[src/hdl/utf8d_pkg.sv]
// Shared types, constants and byte classing for the UTF-8 stream decoder.
`default_nettype none
package utf8d_pkg;

  localparam int unsigned QDepth = 4;
  localparam int unsigned QAw    = $clog2(QDepth);
  localparam int unsigned CpW    = 21;
  localparam int unsigned UsedW  = 3;

  localparam logic [5:0] ContMask = 6'h3f;

  typedef enum logic [2:0] {
    CLS_CONT,
    CLS_ASCII,
    CLS_LEAD2,
    CLS_LEAD3,
    CLS_LEAD4,
    CLS_ILLEGAL
  } byte_class_e;

  typedef enum logic [1:0] {
    TAIL_NONE,
    TAIL_VALID,
    TAIL_BAD
  } tail_e;

  // One decoded input byte: n_bad invalid words first, then an optional tail word.
  typedef struct packed {
    logic [1:0]       n_bad;
    tail_e            tail;
    logic [CpW-1:0]   cp;
    logic [UsedW-1:0] used;
    logic             eot;
  } job_t;

  typedef struct packed {
    logic valid;
    job_t job;
  } q_head_t;

  // Class a byte by its top five bits.
  function automatic byte_class_e class_of(input logic [7:0] b);
    byte_class_e k;
    case (b[7:3])
      5'b11000, 5'b11001, 5'b11010, 5'b11011: k = CLS_LEAD2;
      5'b11100, 5'b11101:                     k = CLS_LEAD3;
      5'b11110:                               k = CLS_LEAD4;
      5'b11111:                               k = CLS_ILLEGAL;
      default: begin
        if (b[7] == 1'b0) begin
          k = CLS_ASCII;
        end else begin
          k = CLS_CONT;
        end
      end
    endcase
    return k;
  endfunction

  // Continuation bytes still needed after a lead byte.
  function automatic logic [1:0] cont_need(input logic [7:0] lead);
    logic [1:0] n;
    case (class_of(lead))
      CLS_LEAD3: n = 2'd2;
      CLS_LEAD4: n = 2'd3;
      default:   n = 2'd1;
    endcase
    return n;
  endfunction

endpackage
`default_nettype wire

[src/hdl/utf8d_front.sv]
// Front end: classes each input word, tracks the pending sequence, emits jobs.
`default_nettype none
module utf8d_front (
  input  wire logic             clk_i,
  input  wire logic             rst_ni,
  input  wire logic             accept_i,
  input  wire logic [7:0]       byte_i,
  input  wire logic             eot_i,
  output utf8d_pkg::job_t       job_o,
  output logic                  push_o
);

  logic [7:0]  lead_q, lead_d;
  logic        seq_q, seq_d;
  logic [1:0]  count_q, count_d;
  logic [5:0]  cont_q [2];
  logic        cont_we;
  logic        cont_sel;

  utf8d_pkg::byte_class_e kind;
  logic [1:0]  need;
  logic [2:0]  held_next;
  logic        fresh;
  logic [5:0]  c;

  always_comb begin
    kind      = utf8d_pkg::class_of(byte_i);
    need      = utf8d_pkg::cont_need(lead_q);
    held_next = {1'b0, count_q} + 3'd1;
    c         = byte_i[5:0] & utf8d_pkg::ContMask;
    lead_d    = lead_q;
    seq_d     = seq_q;
    count_d   = count_q;
    cont_we   = 1'b0;
    cont_sel  = count_q[0];
    fresh     = 1'b1;
    job_o.n_bad = 2'd0;
    job_o.tail  = utf8d_pkg::TAIL_NONE;
    job_o.cp    = '0;
    job_o.used  = 3'd1;
    job_o.eot   = eot_i;

    if (seq_q) begin
      if (kind == utf8d_pkg::CLS_CONT) begin
        fresh = 1'b0;
        if (held_next >= {1'b0, need}) begin
          // Sequence complete: assemble the scalar value.
          job_o.tail = utf8d_pkg::TAIL_VALID;
          job_o.used = {1'b0, need} + 3'd1;
          case (need)
            2'd1:    job_o.cp = {10'd0, lead_q[4:0], c};
            2'd2:    job_o.cp = {5'd0, lead_q[3:0], cont_q[0], c};
            default: job_o.cp = {lead_q[2:0], cont_q[0], cont_q[1], c};
          endcase
          seq_d   = 1'b0;
          count_d = 2'd0;
        end else begin
          cont_we = 1'b1;
          count_d = held_next[1:0];
          if (eot_i) begin
            // Cut off: the lead plus every held continuation is bad.
            job_o.n_bad = held_next[1:0] + 2'd1;
          end
        end
      end else begin
        // Broken sequence: flush lead and held continuations.
        job_o.n_bad = count_q + 2'd1;
        seq_d       = 1'b0;
        count_d     = 2'd0;
      end
    end

    if (fresh) begin
      case (kind)
        utf8d_pkg::CLS_ASCII: begin
          job_o.tail = utf8d_pkg::TAIL_VALID;
          job_o.cp   = {13'd0, byte_i};
        end
        utf8d_pkg::CLS_CONT, utf8d_pkg::CLS_ILLEGAL: begin
          job_o.tail = utf8d_pkg::TAIL_BAD;
        end
        default: begin
          if (eot_i) begin
            job_o.tail = utf8d_pkg::TAIL_BAD;
          end else begin
            lead_d  = byte_i;
            seq_d   = 1'b1;
            count_d = 2'd0;
          end
        end
      endcase
    end

    if (eot_i) begin
      seq_d   = 1'b0;
      count_d = 2'd0;
    end

    push_o = accept_i && ((job_o.n_bad != 2'd0) || (job_o.tail != utf8d_pkg::TAIL_NONE));
  end

  always_ff @(posedge clk_i or negedge rst_ni) begin
    if (!rst_ni) begin
      lead_q  <= 8'd0;
      seq_q   <= 1'b0;
      count_q <= 2'd0;
    end else if (accept_i) begin
      lead_q  <= lead_d;
      seq_q   <= seq_d;
      count_q <= count_d;
    end
  end

  // Continuation payloads: no reset, only read once written in this sequence.
  always_ff @(posedge clk_i) begin
    if (accept_i && cont_we) begin
      cont_q[cont_sel] <= c;
    end
  end

endmodule
`default_nettype wire

[src/hdl/utf8d_queue.sv]
// Short job queue between the front end and the result sequencer.
`default_nettype none
module utf8d_queue (
  input  wire logic             clk_i,
  input  wire logic             rst_ni,
  input  wire logic             push_i,
  input  wire utf8d_pkg::job_t  job_i,
  input  wire logic             pop_i,
  output utf8d_pkg::q_head_t    head_o,
  output logic                  full_o
);

  localparam logic [utf8d_pkg::QAw:0] Depth = (utf8d_pkg::QAw + 1)'(utf8d_pkg::QDepth);

  utf8d_pkg::job_t                 mem_q [utf8d_pkg::QDepth];
  logic [utf8d_pkg::QAw-1:0]       wr_q, wr_d, rd_q, rd_d;
  logic [utf8d_pkg::QAw:0]         cnt_q, cnt_d;
  logic                            do_push, do_pop;

  always_comb begin
    do_push = push_i && (cnt_q != Depth);
    do_pop  = pop_i && (cnt_q != '0);
    wr_d    = do_push ? wr_q + 1'b1 : wr_q;
    rd_d    = do_pop ? rd_q + 1'b1 : rd_q;
    cnt_d   = cnt_q;
    if (do_push && !do_pop) begin
      cnt_d = cnt_q + 1'b1;
    end else if (do_pop && !do_push) begin
      cnt_d = cnt_q - 1'b1;
    end
    full_o       = (cnt_q == Depth);
    head_o.valid = (cnt_q != '0);
    head_o.job   = mem_q[rd_q];
  end

  always_ff @(posedge clk_i or negedge rst_ni) begin
    if (!rst_ni) begin
      wr_q  <= '0;
      rd_q  <= '0;
      cnt_q <= '0;
    end else begin
      wr_q  <= wr_d;
      rd_q  <= rd_d;
      cnt_q <= cnt_d;
    end
  end

  always_ff @(posedge clk_i) begin
    if (do_push) begin
      mem_q[wr_q] <= job_i;
    end
  end

endmodule
`default_nettype wire

[src/hdl/utf8d_back.sv]
// Back end: expands each job into result words behind an output register.
`default_nettype none
module utf8d_back (
  input  wire logic                          clk_i,
  input  wire logic                          rst_ni,
  input  wire utf8d_pkg::q_head_t            head_i,
  output logic                               pop_o,
  output logic                               valid_o,
  input  wire logic                          ready_i,
  output logic [utf8d_pkg::CpW-1:0]          cp_o,
  output logic                               invalid_o,
  output logic [utf8d_pkg::UsedW-1:0]        used_o,
  output logic                               last_o,
  output logic                               done_o
);

  logic [1:0] idx_q, idx_d;
  logic [2:0] total;
  logic       is_last, load, in_flush;

  logic                        valid_q;
  logic [utf8d_pkg::CpW-1:0]   cp_q, cp_d;
  logic                        inv_q, inv_d;
  logic [utf8d_pkg::UsedW-1:0] used_q, used_d;
  logic                        last_q, done_q;

  always_comb begin
    total    = {1'b0, head_i.job.n_bad} +
               ((head_i.job.tail != utf8d_pkg::TAIL_NONE) ? 3'd1 : 3'd0);
    is_last  = ({1'b0, idx_q} + 3'd1) == total;
    load     = head_i.valid && (!valid_q || ready_i);
    pop_o    = load && is_last;
    idx_d    = idx_q;
    if (load) begin
      idx_d = is_last ? 2'd0 : idx_q + 2'd1;
    end
    in_flush = idx_q < head_i.job.n_bad;
    cp_d     = '0;
    inv_d    = 1'b1;
    used_d   = 3'd1;
    if (!in_flush && (head_i.job.tail == utf8d_pkg::TAIL_VALID)) begin
      cp_d   = head_i.job.cp;
      inv_d  = 1'b0;
      used_d = head_i.job.used;
    end
  end

  always_ff @(posedge clk_i or negedge rst_ni) begin
    if (!rst_ni) begin
      idx_q   <= 2'd0;
      valid_q <= 1'b0;
      last_q  <= 1'b0;
      done_q  <= 1'b0;
    end else begin
      idx_q <= idx_d;
      if (load) begin
        valid_q <= 1'b1;
        last_q  <= is_last;
        done_q  <= is_last && head_i.job.eot;
      end else if (ready_i) begin
        valid_q <= 1'b0;
      end
    end
  end

  always_ff @(posedge clk_i) begin
    if (load) begin
      cp_q   <= cp_d;
      inv_q  <= inv_d;
      used_q <= used_d;
    end
  end

  assign valid_o   = valid_q;
  assign cp_o      = cp_q;
  assign invalid_o = inv_q;
  assign used_o    = used_q;
  assign last_o    = last_q;
  assign done_o    = done_q;

  a_done_is_last: assert property (@(posedge clk_i) disable iff (!rst_ni)
    valid_q && done_q |-> last_q)
    else $error("text end flagged on a word that does not close its run");

  a_bad_shape: assert property (@(posedge clk_i) disable iff (!rst_ni)
    valid_q && inv_q |-> (cp_q == '0) && (used_q == 3'd1))
    else $error("invalid word carries a value or a length");

  a_idx_in_job: assert property (@(posedge clk_i) disable iff (!rst_ni)
    head_i.valid |-> ({1'b0, idx_q} < total))
    else $error("word index ran past the job's word count");

  a_idle_idx: assert property (@(posedge clk_i) disable iff (!rst_ni)
    !head_i.valid |-> idx_q == 2'd0)
    else $error("word index left set with no job pending");

endmodule
`default_nettype wire

[src/hdl/utf8_stream_decoder.sv]
// Top level of the streaming UTF-8 decoder: byte words in, code point words out.
//
//  channel  dir  tdata                               tlast        tuser
//  s_axis   in   [7:0] data_byte                     end_of_text  -
//  m_axis   out  [20:0] code_point, [23:21] bytes    last_of_run  [0] invalid,
//                                                                 [1] text_done
//
// The front end takes one byte word per cycle as long as the job queue
// (four entries) has room; ready depends on queue occupancy only.
// Each byte that yields results becomes one job; the back end sends one
// result word per cycle unless m_axis stalls, so a byte yields 1 to 4 words.
// A non-final lead byte with no sequence pending yields no job and no words.
// The output register decouples m_axis stalls from the front end; stalls on
// either side only hold data, never drop or repeat a word.
// Reset clears sequence state, the queue and the output register's flags at once.
`default_nettype none
module utf8_stream_decoder (
  input  wire logic        clk_i,
  input  wire logic        rst_ni,
  input  wire logic        s_axis_tvalid,
  output logic             s_axis_tready,
  input  wire logic [7:0]  s_axis_tdata,   // [7:0] data_byte
  input  wire logic        s_axis_tlast,   // end_of_text
  output logic             m_axis_tvalid,
  input  wire logic        m_axis_tready,
  output logic [23:0]      m_axis_tdata,   // [20:0] code_point, [23:21] bytes_used
  output logic             m_axis_tlast,   // last_of_run
  output logic [1:0]       m_axis_tuser    // [0] invalid, [1] text_done
);

  utf8d_pkg::job_t    job;
  utf8d_pkg::q_head_t head;
  logic               push, pop, full, accept;
  logic [utf8d_pkg::CpW-1:0]   cp;
  logic [utf8d_pkg::UsedW-1:0] used;
  logic               inv, done;

  // Accept a byte whenever the queue can take a job.
  assign s_axis_tready = !full;
  assign accept        = s_axis_tvalid && !full;

  utf8d_front u_front (
    .clk_i    (clk_i),
    .rst_ni   (rst_ni),
    .accept_i (accept),
    .byte_i   (s_axis_tdata),
    .eot_i    (s_axis_tlast),
    .job_o    (job),
    .push_o   (push)
  );

  utf8d_queue u_queue (
    .clk_i  (clk_i),
    .rst_ni (rst_ni),
    .push_i (push),
    .job_i  (job),
    .pop_i  (pop),
    .head_o (head),
    .full_o (full)
  );

  utf8d_back u_back (
    .clk_i     (clk_i),
    .rst_ni    (rst_ni),
    .head_i    (head),
    .pop_o     (pop),
    .valid_o   (m_axis_tvalid),
    .ready_i   (m_axis_tready),
    .cp_o      (cp),
    .invalid_o (inv),
    .used_o    (used),
    .last_o    (m_axis_tlast),
    .done_o    (done)
  );

  // Pack result fields, highest field first.
  assign m_axis_tdata = {used, cp};
  assign m_axis_tuser = {done, inv};

endmodule
`default_nettype wire
[config.mk]
export PLATFORM = sky130hd
export DESIGN_NAME = utf8_stream_decoder
export DESIGN_NICKNAME = d
export VERILOG_FILES = /design/src/hdl/utf8d_pkg.sv /design/src/hdl/utf8d_front.sv /design/src/hdl/utf8d_queue.sv /design/src/hdl/utf8d_back.sv /design/src/hdl/utf8_stream_decoder.sv
export SDC_FILE = /design/constraint.sdc
export NUM_CORES = 1
export LEC_CHECK = 0
export ABC_CLOCK_PERIOD_IN_PS = 10700
export CELL_PAD_IN_SITES_DETAIL_PLACEMENT = 0
export CELL_PAD_IN_SITES_GLOBAL_PLACEMENT = 1
export CORE_ASPECT_RATIO = 2
export CORE_MARGIN = 5
export CORE_UTILIZATION = 40
export CTS_BUF_LIST = sky130_fd_sc_hd__clkbuf_8
export DETAILED_ROUTE_END_ITERATION = 8
export DONT_BUFFER_PORTS = 1
export PLACE_DENSITY_LB_ADDON = 0.1
export SLEW_MARGIN = 20
export SYNTH_ARGS = -nofsm -noshare
export SYNTH_HDL_FRONTEND = slang
export SYNTH_SLANG_ARGS = --single-unit
export TNS_END_PERCENT = 5
[constraint.sdc]
create_clock -name clk_i -period 10.7 [get_ports clk_i]
set_input_delay 2.14 -clock clk_i [delete_from_list [all_inputs] [get_ports clk_i]]
set_output_delay 2.14 -clock clk_i [all_outputs]
set_load 0.02 [all_outputs]
### After elaboration in Yosys (flattened, before gate mapping)

Memory sizes are Yosys's and may differ from the RTL's.
Index checks and enable logic that the tools add are counted.

* register bits: 48
* bits in writable memories: 128
* input bits: 13
* memories: 2

Memories
* u_queue.mem_q: words 4, width 29, rd ports 1, clocked after memory_dff 0, wr ports 1, RTL line utf8d_queue.sv:15 `utf8d_pkg::job_t mem_q [utf8d_pkg::QDepth];`
* u_front.cont_q: words 2, width 6, rd ports 2, clocked after memory_dff 0, wr ports 1, RTL line utf8d_front.sv:16 `logic [5:0] cont_q [2];`

* add/subtract/negate cells: 11
* $lt $le $gt $ge: 2
* equal/unequal tests: 26
* mux-type cells: 41
* bitwise gates (word level): 2
* reductions and logical operators: 32

Operator list (count)
* 5-bit == test, second input constant: 16
* 25-bit 2-to-1 mux: 2
* 21-bit one-hot mux with 2 select lines: 1
* 28-bit 2-to-1 mux: 1
* 3-bit one-hot mux with 4 select lines: 2
* 23-bit 2-to-1 mux: 1
* 2-bit 2-to-1 mux: 11
* 21-bit 2-to-1 mux: 1
* 1-bit 2-to-1 mux: 18
* 1-bit logical AND: 11
* 2-bit by 1-bit adder with 2-bit output, second input constant: 5
* 2-bit nonzero test: 5
* 2-bit by 1-bit adder with 3-bit output, second input constant: 3
* 3-bit == test, second input constant: 3
* 2-bit one-hot mux with 2 select lines: 2
* 4-bit OR reduction: 2
* 3-bit 2-to-1 mux: 2
* 2-bit OR reduction: 3
* 1-bit logical NOT: 5
* 2-bit by 1-bit == test with 1-bit output, second input constant: 2
* 4-bit AND reduction: 1
* 2-bit by 3-bit adder with 3-bit output: 1
* 3-bit by 1-bit adder with 3-bit output, second input constant: 1
* 3-bit by 1-bit == test with 1-bit output, second input constant: 1
* other kinds (12): 14

### Longest topological paths before layout

* depth in word-level cells: 21
* mapped depth: 14

### Cells and area by module

Synthesis repeated with hierarchy kept, for this count alone.

* cells, all modules: 400
* area total of the unflattened synthesis: 7335.8 um2

Modules (own cells, without submodules)
* utf8d_queue: times used 1, cells an instance 186, area an instance 4623.2 um2
* utf8d_front: times used 1, cells an instance 123, area an instance 1353.8 um2
* utf8d_back: times used 1, cells an instance 87, area an instance 1333.8 um2
* utf8_stream_decoder: times used 1, cells an instance 4, area an instance 25.0 um2

### Least setup slack after synthesis

OpenSTA, ideal clock, no wires.

* path kind: input-to-reg
* from: input port m_axis_tready
* to: register u_queue.cnt_q[1] in the netlist's numbering
* setup time: 0.125 ns
* arrival time: 4.160 ns
* required time: 10.575 ns
* slack: 6.416 ns
* stages: 8
* buffers on the path: 0
* path through: inv_1 -> a21o_1 -> inv_1 -> nand2_1 -> ha_1 -> inv_1 -> fa_1 -> mux2_2

* word-level cells in the longest chain between the ends: 7
* elaborated cells on any way between the ends: 9
* classes of those cells: 1 x mux; 8 x reduce/logical

Ends and longest elaborated chain
* start, declared: RTL line utf8_stream_decoder.sv:25 `input wire logic m_axis_tready,`
* 1-bit logical OR: RTL line utf8d_back.sv:31 `load = head_i.valid && (!valid_q || ready_i);`
* 1-bit logical AND: RTL line utf8d_back.sv:31
* named net u_back.load: RTL line utf8d_back.sv:19 `logic is_last, load, in_flush;`
* 1-bit logical AND: RTL line utf8d_back.sv:32 `pop_o = load && is_last;`
* 1-bit logical AND: RTL line utf8d_queue.sv:22 `do_pop = pop_i && (cnt_q != '0);`
* 1-bit logical NOT: RTL line utf8d_queue.sv:26 `if (do_push && !do_pop) begin`
* 1-bit logical AND: RTL line utf8d_queue.sv:26
* 3-bit 2-to-1 mux: RTL line utf8d_queue.sv:26
* named net u_queue.cnt_d, one bit: RTL line utf8d_queue.sv:17 `logic [utf8d_pkg::QAw:0] cnt_q, cnt_d;`
* end signal, assigned: RTL line utf8d_queue.sv:44 `cnt_q <= cnt_d;`
* end, declared: RTL line utf8d_queue.sv:17

The timed path passes the listed nets, and every way through them passes these cells.
A chain may end at the register's enable or synchronous reset.

### Worst setup path after layout

* from: register u_queue.rd_q[0] in the netlist's numbering
* to: register u_queue.cnt_q[1] in the netlist's numbering

* word-level cells in the longest chain between the ends: 10
* elaborated cells on any way between the ends: 12
* classes of those cells: 1 x add/sub; 1 x eq/ne; 2 x mux; 7 x reduce/logical; 1 x memory

Ends and longest elaborated chain
* start, declared: RTL line utf8d_queue.sv:16 `logic [utf8d_pkg::QAw-1:0] wr_q, wr_d, rd_q, rd_d;`
* start signal, assigned: RTL line utf8d_queue.sv:43 `rd_q <= rd_d;`
* memory 4 x 29 bit (*)
* 2-bit nonzero test: RTL line utf8d_back.sv:29 `((head_i.job.tail != utf8d_pkg::TAIL_NONE) ? 3'd1 : 3'd0);`
* 1-bit 2-to-1 mux: RTL line utf8d_back.sv:29
* 2-bit by 3-bit adder with 3-bit output (*): RTL line utf8d_back.sv:28 `total = {1'b0, head_i.job.n_bad} +`
* 3-bit == test (*): RTL line utf8d_back.sv:30 `is_last = ({1'b0, idx_q} + 3'd1) == total;`
* 1-bit logical AND (*): RTL line utf8d_back.sv:32
* 1-bit logical AND (*): RTL line utf8d_queue.sv:22
* 1-bit logical NOT (*): RTL line utf8d_queue.sv:26
* 1-bit logical AND (*): RTL line utf8d_queue.sv:26
* 3-bit 2-to-1 mux (*): RTL line utf8d_queue.sv:26
* named net u_queue.cnt_d, one bit: RTL line utf8d_queue.sv:17

The timed path passes the listed nets; every way through them passes the cells marked *.

==> summary.txt <==
outcome - finished, final reports clean
Peak Freq - 235.7 MHz
pin count of the biggest net entering global routing - 30
placed inst area - 0.007313 sq mm
worst reg2reg setup slack - 6.46 ns
Final Hold Fails - 0
maximum vdd drop - 0.1595 mV
PostCTS Resize Cnt - 0
total internal power - 1.342 mW
Tot Pwr - 1.994 mW
Switching Fraction - 32.71%
first-pass GRT wire length - 20390 microns
IO Pins - 42
top cell type's share of synthesized area - 64.66%
Max Cap Viol - 0
Psw - 0.6523 mW
reg2reg end - u_queue.cnt_q[1]
post-CTS setup buffers - 0
Ys Warns - 0
ant diodes - 0
Vias/cell - 5.271
crit path from - u_queue.rd_q[0]
TNS Setup - 0 ns
setup violators final - 0
Fillers - 1599
final cell count without fillers - 631
total congestion overflow - 0
Reg-to-Reg Start - u_queue.rd_q[0]
die height - 198.5 microns
P_leak - 2.648 nW
vias in the first global route - 3602
Skew-Pair Late Insertion Delay - 0.45 ns
hold crit path type - reg -> reg
Worst-Margin Slew - 0.8831 ns
die width - 104.2 microns
buffers added on ports - 0
Sink Count - 176
synthesized instance count - 399
layout cells sized above 1 - 20.33%
unrepaired setup endpoints after global routing - false
WS Path Type - reg -> reg
commonest non-fill, non-tap cell in the layout - edfxtp_1
final wirelength - 12720 microns
Root Driver - clkbuf_8
ranking of synthesized cells by area - edfxtp_1 65%, mux4_2 9.2%, dfrtp_1 8.1%
Seq pwr share - 52.5%
Final min period - 4.243 ns
Worst Skew - 0.01358 ns
syn_area_per_cell - 17.81 sq um
H-tree levels - 4
Post-CTS Hold Buffers - 0
row cnt - 69
Crit Path Max Fanout - 27
# DRC - 0
drt wl/cell - 20.16 microns
Placement Setup Slack - 5.956 ns
Power Dens Cells - 259.9 mW/mm^2
library cells used by synthesis - 45
Clk pwr share - 21.0%
clk slew on worst S/H paths - 0.10 ns
fin crit share - 39.65%
final instance area - 0.007674 sq mm
CP required - 11.04 ns
TritonRoute pass-1 iters - 4
Starting Density - 40.35%
post-synthesis async set-or-reset flop share - 13.07%
Final Wtd Congestion - 0.7887
Min Hold Slack - 0.4973 ns
placed cell count - 599
number of flops mapped to enable cells by yosys - 153
net count after synthesis - 425
Core ar. - 0.01761 sq mm
Logic pwr share - 26.5%
smallest setup slack after layout - 6.457 ns
cts bufs inserted - 17
Post-DRT Antenna Nets - 0
max-slew violations - 0
Arr. time, crit path - 4.58 ns
initial antenna violation count - 0
crit start category - flop
GRT Overall Usage - 13.09%
CTS tree - yes
sequential area share after synthesis - 72.76%
CP Capture Point - u_queue.cnt_q[1]
ys flop type - edfxtp_1
largest area contributor in the netlist - edfxtp_1
Total Nets Final - 431
crit end category - flop
final core utilization - 43.57%
Die ar. - 0.02069 sq mm
routed vias - 3326
Seq cells post-synth - 176
Max transition margin - 41.13%
worst reg2reg path depth - 12
DP HPWL - 8367 microns
most frequent cells in the layout - 153 x edfxtp_1, 29 x mux4_2, 22 x dfrtp_1
clk buf depth - 2
P&R area growth vs syn - 7.994%
Netlist Area Pre-Place - 0.007106 sq mm
iteration-0 DRC count of the detailed router - 105
-- registers in the layout (all words and copies together) (netlist names) --
signal,flops
u_front.count_q,2
u_front.cont_q,12
u_back.last_o,1
u_queue.mem_q,116
u_front.seq_q,1
u_queue.wr_q,2
u_back.cp_o,21
u_back.used_o,3
u_queue.rd_q,2
u_back.valid_o,1
u_back.idx_q,2
u_queue.cnt_q,3
u_front.lead_q,8
u_back.done_o,1
u_back.invalid_o,1
-- final cells by class --
type	instances	area, sq um	area share, %
Tap cell	213	266.5	3.473
Clock inverter	15	126.4	1.647
Multi-Input combinational cell	196	1812	23.61
Clock buffer	17	234.0	3.049
Sequential cell	176	5171	67.39
Inverter	11	41.29	0.5381
Timing Repair Buffer	3	22.52	0.2935
-- metal layers --
metal / vias to the layer above / track usage (%) / wire [microns]
li1: 1539 / - / -
met1: 1723 / 14.91 / 5200
met2: 56 / 23.15 / 6962
met3: 8 / 3.508 / 401
met4: 0 / 5.476 / 155
met5: - / 0 / 0
-- critical path, stage by stage (launching register included) --
cell	delay [ns]
dfrtp_2	0.45
buf_4	0.49
mux4_2	0.59
or2_2	0.31
ha_1	0.19
ha_1	0.28
xor2_1	0.14
nor3_1	0.45
nand2_1	0.20
ha_1	0.28
inv_1	0.07
fa_1	0.40
mux2_2	0.27
-- synthesized netlist by cell type, types with 6 or more instances --
| cell type | count |
|---|---|
| edfxtp_1 | 153 |
| a22oi_1 | 6 |
| nor2b_1 | 20 |
| and3_1 | 7 |
| inv_1 | 11 |
| nand2_1 | 20 |
| nand3_1 | 7 |
| dfrtp_1 | 23 |
| ha_1 | 11 |
| and2_1 | 11 |
| nor3_1 | 6 |
| nor2_1 | 15 |
| mux4_2 | 29 |
| clkbuf_1 | 6 |
| mux2_2 | 9 |
-- power by group through the flow --
stage	Sequential [mW]	Clock, mW	Combinational (mW)
6_report	1.05	0.419	0.529
5_1_grt	1.06	0.460	0.594
2_1_floorplan	1.03	0	0.445
4_1_cts	1.05	0.432	0.550
3_3_place_gp	1.06	0	0.538
3_5_place_dp	1.07	0	0.549
-- worst min path at each step --
| stage | cells after the start | start | to | slack [ns] |
|---|---|---|---|---|
| 4_1_cts | 1 | u_queue.cnt_q[2] | u_queue.cnt_q[2] | 0.50 |
| 6_report | 1 | u_queue.cnt_q[2] | u_queue.cnt_q[2] | 0.50 |
| 3_3_place_gp | 1 | u_front.lead_q[7] | u_front.lead_q[7] | 0.47 |
| 3_5_place_dp | 1 | u_front.lead_q[6] | u_front.lead_q[6] | 0.48 |
| 5_1_grt | 1 | u_queue.cnt_q[2] | u_queue.cnt_q[2] | 0.51 |
| 2_1_floorplan | 2 | u_back.done_o | u_back.done_o | 0.45 |
-- kinds of logic after synthesis --
group           Yosys count  share of synthesized area [%]
fa+ha+maj                13                          2.500
compound gates           27                          2.641
xor+xnor                  9                          1.109
mux                      40                          10.90
simple gates            107                          8.276
buf+inv                  27                          1.814
flops                   176                          72.76
Power figures use the tool's default switching activity.
